<file path="config.mk">
export PLATFORM = sky130hd
export DESIGN_NAME = hac_clear_sweep
export DESIGN_NICKNAME = d
export VERILOG_FILES = /design/src/hdl/hac_clear_sweep.sv
export SDC_FILE = /design/constraint.sdc
export NUM_CORES = 1
export LEC_CHECK = 0
export BUFFER_PORTS_ARGS = -buffer_cell sky130_fd_sc_hd__buf_2
export CORE_AREA = 5 5 42 44
export DETAILED_ROUTE_END_ITERATION = 7
export DIE_AREA = 0 0 47 49
export GPL_ROUTABILITY_DRIVEN = 1
export GPL_TIMING_DRIVEN = 0
export MAX_ROUTING_LAYER = met4
export PLACE_DENSITY = 0.72
export SETUP_SLACK_MARGIN = 0.15
export SYNTH_ARGS = -nofsm -noshare
export SYNTH_HDL_FRONTEND = slang
export SYNTH_SLANG_ARGS = --single-unit
export TNS_END_PERCENT = 5
</file>
<file path="constraint.sdc">
create_clock -name clk -period 1.75 [get_ports clk]
set_input_delay 0 -clock clk [delete_from_list [all_inputs] [get_ports clk]]
set_output_delay 0 -clock clk [all_outputs]
set_load 0.01 [all_outputs]
</file>
<file path="src/hdl/hac_clear_sweep.sv">
`timescale 1ns / 1ps

module hac_clear_sweep #(
	parameter int DEPTH = 1024,
	localparam int AW = $clog2(DEPTH)
) (
	input  logic          clk,
	input  logic          arst_n,
	input  logic          start,
	output logic          busy,
	output logic [AW-1:0] addr
);

	localparam logic [AW-1:0] LAST_ADDR = AW'(DEPTH - 1);

	logic          busy_q;
	logic [AW-1:0] addr_q;

	// sweep runs out of reset and again on every clear
	always_ff @(posedge clk or negedge arst_n) begin
		if (!arst_n) begin
			busy_q <= 1'b1;
			addr_q <= '0;
		end else if (busy_q) begin
			if (addr_q == LAST_ADDR) begin
				busy_q <= 1'b0;
			end else begin
				addr_q <= addr_q + AW'(1);
			end
		end else if (start) begin
			busy_q <= 1'b1;
			addr_q <= '0;
		end
	end

	assign busy = busy_q;
	assign addr = addr_q;

endmodule

</file>
=== Word-level counts from Yosys, hierarchy flattened ===
Cells that the tools add are included.

* Bits in registers: 11
* Latch bits: 0
* RAM bits: 0
* ROM bits: 0
* Output and inout bits: 11
* Word-level logic and storage cells: 13
* Memories kept: 0

* Add/subtract/negate cells: 1
* Multiply operators: 0
* Div/mod/pow operators: 0
* Order comparisons: 0
* Equal/unequal tests: 2
* Shifts and indexed selects: 0
* Muxes and demuxes: 6
* Bitwise gates (word level): 0
* Reductions and logical operators: 2

{| class="wikitable"
|+ Operator list
! cell !! count
|-
| 10-bit 2-to-1 mux || 3
|-
| 10-bit by 1-bit adder with 10-bit output, second input constant || 1
|-
| 10-bit equality test, second input constant || 1
|-
| 1-bit 2-to-1 mux || 3
|-
| 2-bit != test, second input constant || 1
|-
| 2-bit AND reduction || 1
|-
| 2-bit nonzero test || 1
|}

=== Longest topological paths before layout ===
* Depth after elaboration: 3
* Gate-level depth with buffers: 5
* Mapped depth without buffers: 5

=== Worst setup path after synthesis ===
Ideal clock, no wire load.

* Kind: register -> register
* Start point: register addr_q[0], in the netlist addr[0]
* End point: register addr_q[5], in the netlist addr[5]
* Library setup time: 110 ps
* Data arrival time: 1403 ps
* Path slack: 237 ps
* Cell stages (with the launch flop): 6
* Buffers on the path: 0
* Clock period less this slack: 1513 ps
* Cell sequence: dfrtp_1 > ha_1 > nand2_4 > o31ai_4 > o311ai_0 > o41ai_1

* Word-level cells in the longest chain between the ends: 3
* Elaborated cells between the ends (all ways): 6
* Classes of those cells: add/sub (1); eq/ne (2); mux (2); reduce/logical (1)

{| class="wikitable"
|+ RTL lines
! what !! line !! RTL
|-
| start: declaration || 17 || <nowiki>logic [AW-1:0] addr_q;</nowiki>
|-
| start signal: assignment || 28 || <nowiki>addr_q <= addr_q + AW'(1);</nowiki>
|-
| 10-bit by 1-bit adder with 10-bit output or 10-bit equality test (tied branches) || 28, 25 ||
|-
| 10-bit 2-to-1 mux or 2-bit != test (tied branches) || n/a ||
|-
| 10-bit 2-to-1 mux or 2-bit AND reduction (tied branches) || n/a ||
|}

Several ways; a longest one is shown, not always the timed one. The select of a mux whose other input is x is not followed.
A chain may end at the register's enable or synchronous reset.

=== Final worst setup path ===
Ends and elaborated chain as after synthesis.

==> results.md <==
* Initial antenna violation count at 0
* Power per cell area at ~570 mW/mm^2
* Commonest cells after routing, fill and taps aside: buf_2 (14), dfrtp_1 (10), nor3_1 (6)
* Fin crit period at 1.551 ns
* Launching element type of the critical path: flip-flop
* TritonCTS buffer count at 3
* Layout Skew at 0.001542 ns
* Switching Share at 0.2176
* HPWL Detailed at 934.4 um
* Setup TNS at 0 ns
* Top Ports at 14
* Max Cap Viol at 0
* Synth Cell Area at approximately 640 sq um
* Die width at 47 um
* GRT Util Overall at 0.1323
* Clock network fraction of total power at 0.392
* Synthesis-to-layout area growth at 22.94%
* Register area at 276.5 sq um
* Clock sinks at 11
* Most common cell after layout, fill and taps aside: buf_2
* Fmax at 644.7 MHz
* Post-route ant nets at 0
* Final Setup Violations at 0
* Per-cell routed wire length at 13.02 um
* Reg power frac at 0.576
* Maximum VDD drop at 0.0004594 V
* Dpl ws at 0.1183 ns
* Post-Route WL at 1.276 mm
* Fin nets at 87
* Residual DRC at 0
* Htree depth at 1
* Mapped Cells at 63
* Leakage power at around 0.33 nW
* Syn Nets at 67
* Slew headroom at 0.7383
* Layout cells sized above 1 at 0.3415
* Worst Path Required at about 1.9 ns
* Global-route wire length before repair at 2.111 mm
* Starting Density at 0.4554
* Int Power at 0.0003490 W
* Area occupied by multi-input gates at 339.1 sq um
* Run status: complete, no violations
* Largest net degree at the start of global routing at 12
* Drt pass-1 iters at 4
* Vias in the first global route at 467
* Fin crit share at 0.8863
* Inserted Diodes at 0
* Clk_lat worst skew at 0.27 ns
* Critical path type: reg2reg
* CTS root buf: clkbuf_4
* #FFs+latches synth at 11
* Die H at 49 um
* Final hold violation count at 0
* Clock buffer depth at 2
* PnR worst setup slack at between 0.15 and 0.2 ns
* Syn avg cell area at 10.13 sq um
* CP startpoint: addr[0]
* CTS clk-pin slew, worst paths at 0.07 ns
* Sequential-to-total area share from yosys stat at 0.4333
* CP endpoint kind: flip-flop
* Count of final max-slew check failures at 0
* RSZ-0062 raised after global routing: yes
* Row count at 14
* Detailed Route Iter0 Violations at 10
* Switching Power at 0.00009707 W
* Crit Path Max Fanout at 10
* Die Area at 0.002303 sq mm
* Yosys cell types at 30
* GR Overflow Total at 0
* Yosys warning count at 0
* Worst-Margin Slew at 0.3926 ns
* Worst EP arrival at about 1.7 ns
* Hold_sp: start
* Min-delay worst type: in2reg
* IO buf count at 13
* Reg-to-reg startpoint: addr[0]
* Vias at 524
* Logic pwr share at 0.032
* Core area at 0.001401 sq mm
* Fillers at roughly 140
* CTS tree: done
* Via density at approximately 5.3
* GP Congestion at a little under 0.8
==> timing repair <==
action	in CTS	in global routing
endpoints found under the setup margin	5	8
hold buffers	1	0
endpoints found under the hold margin	11	0
setup buffers	0	1
resized for setup	0	2
pin swaps	1	1
==> worst paths after layout <==
| path | end | slack, ns | depth (start not counted) |
|---|---|---|---|
| max in group asynchronous | busy | 1.37 | 2 |
| worst min-delay path | addr[0] | 0.06 | 3 |
| worst min register to register | addr[5] | 0.56 | 1 |
| worst max register to register | addr[5] | 0.20 | 6 |
| worst max-delay path | addr[5] | 0.20 | 6 |
| min in group asynchronous | addr[5] | 0.12 | 2 |
==> worst max-delay path: stages, from the launching register on <==
cell,delay [ns]
dfrtp_1,0.43
ha_2,0.24
nand2_4,0.10
o31ai_4,0.09
buf_12,0.14
o311ai_0,0.30
o41ai_1,0.13
==> per-layer routing <==
| layer | part of all wire | track usage |
|---|---|---|
| met1 | 0.45 | 0.1781 |
| met2 | 0.47 | 0.1652 |
| met3 | 0.037 | 0.03321 |
| met4 | 0.037 | 0.09677 |
| met5 | 0 | - |
==> synth_stat cells (all sizes together) <==
cell	n	share of area
o41ai	1	0.014
o31ai	2	0.045
a31oi	1	0.0098
a311oi	1	0.014
inv	5	0.029
buf	1	0.0078
a21oi	5	0.039
clkbuf	1	0.0059
a41oi	2	0.027
nor4b	1	0.024
nand4	1	0.033
nand3	4	0.051
o211ai	1	0.012
a21o	2	0.024
nor3	7	0.063
o311ai	1	0.014
and4bb	1	0.020
ha	1	0.020
nand2b	1	0.0098
xnor2	1	0.014
nor3b	1	0.012
dfstp	1	0.041
dfrtp	10	0.39
o21ai	2	0.016
nor2	6	0.035
nand2	3	0.029
==> through the flow <==
stage                 util  hold WS [ns]   power, W  instances  instance area (sq um)
floorplan                -       -0.2956  0.0002654         63                  638.1
detailed placement  0.5161       -0.1171  0.0002752         92                  723.2
finish              0.5598       0.05739  0.0004461         98                  784.5
global placement    0.5161       -0.1178  0.0002750         92                  723.2
global route        0.5598       0.04994  0.0004713         98                  784.5
CTS                 0.5420       0.04665  0.0004530         97                  759.5
==> power by group through the flow <==
stage / clock network (W) / registers (W) / logic (W)
3_3_place_gp: 0 / 0.000262 / 0.0000130
6_report: 0.000175 / 0.000257 / 0.0000143
4_1_cts: 0.000181 / 0.000257 / 0.0000149
3_5_place_dp: 0 / 0.000262 / 0.0000132
5_1_grt: 0.000197 / 0.000257 / 0.0000168
2_1_floorplan: 0 / 0.000262 / 0.00000294
==> cells by family (layout without fill, tap and decap cells) <==
logic type	Yosys count	in the layout	share of synthesized area
buf+inv	7	26	0.04313
compound gates	18	18	0.2137
xor+xnor	1	1	0.01373
flops	11	11	0.4333
simple gates	25	25	0.2765
fa+ha+maj	1	1	0.01960
==> final cells by class <==
type,instances,area share
buffer,2,0.01116
clock buffer,4,0.03349
inverter,5,0.02392
multi-input combinational,45,0.4322
sequential,11,0.3525
tap,16,0.02552
timing repair buffer,15,0.1212
==> registers in the layout, summed over array words and instances, names as in the netlist <==
register,flops
addr,10
busy,1
Power figures use the tool's default switching activity.
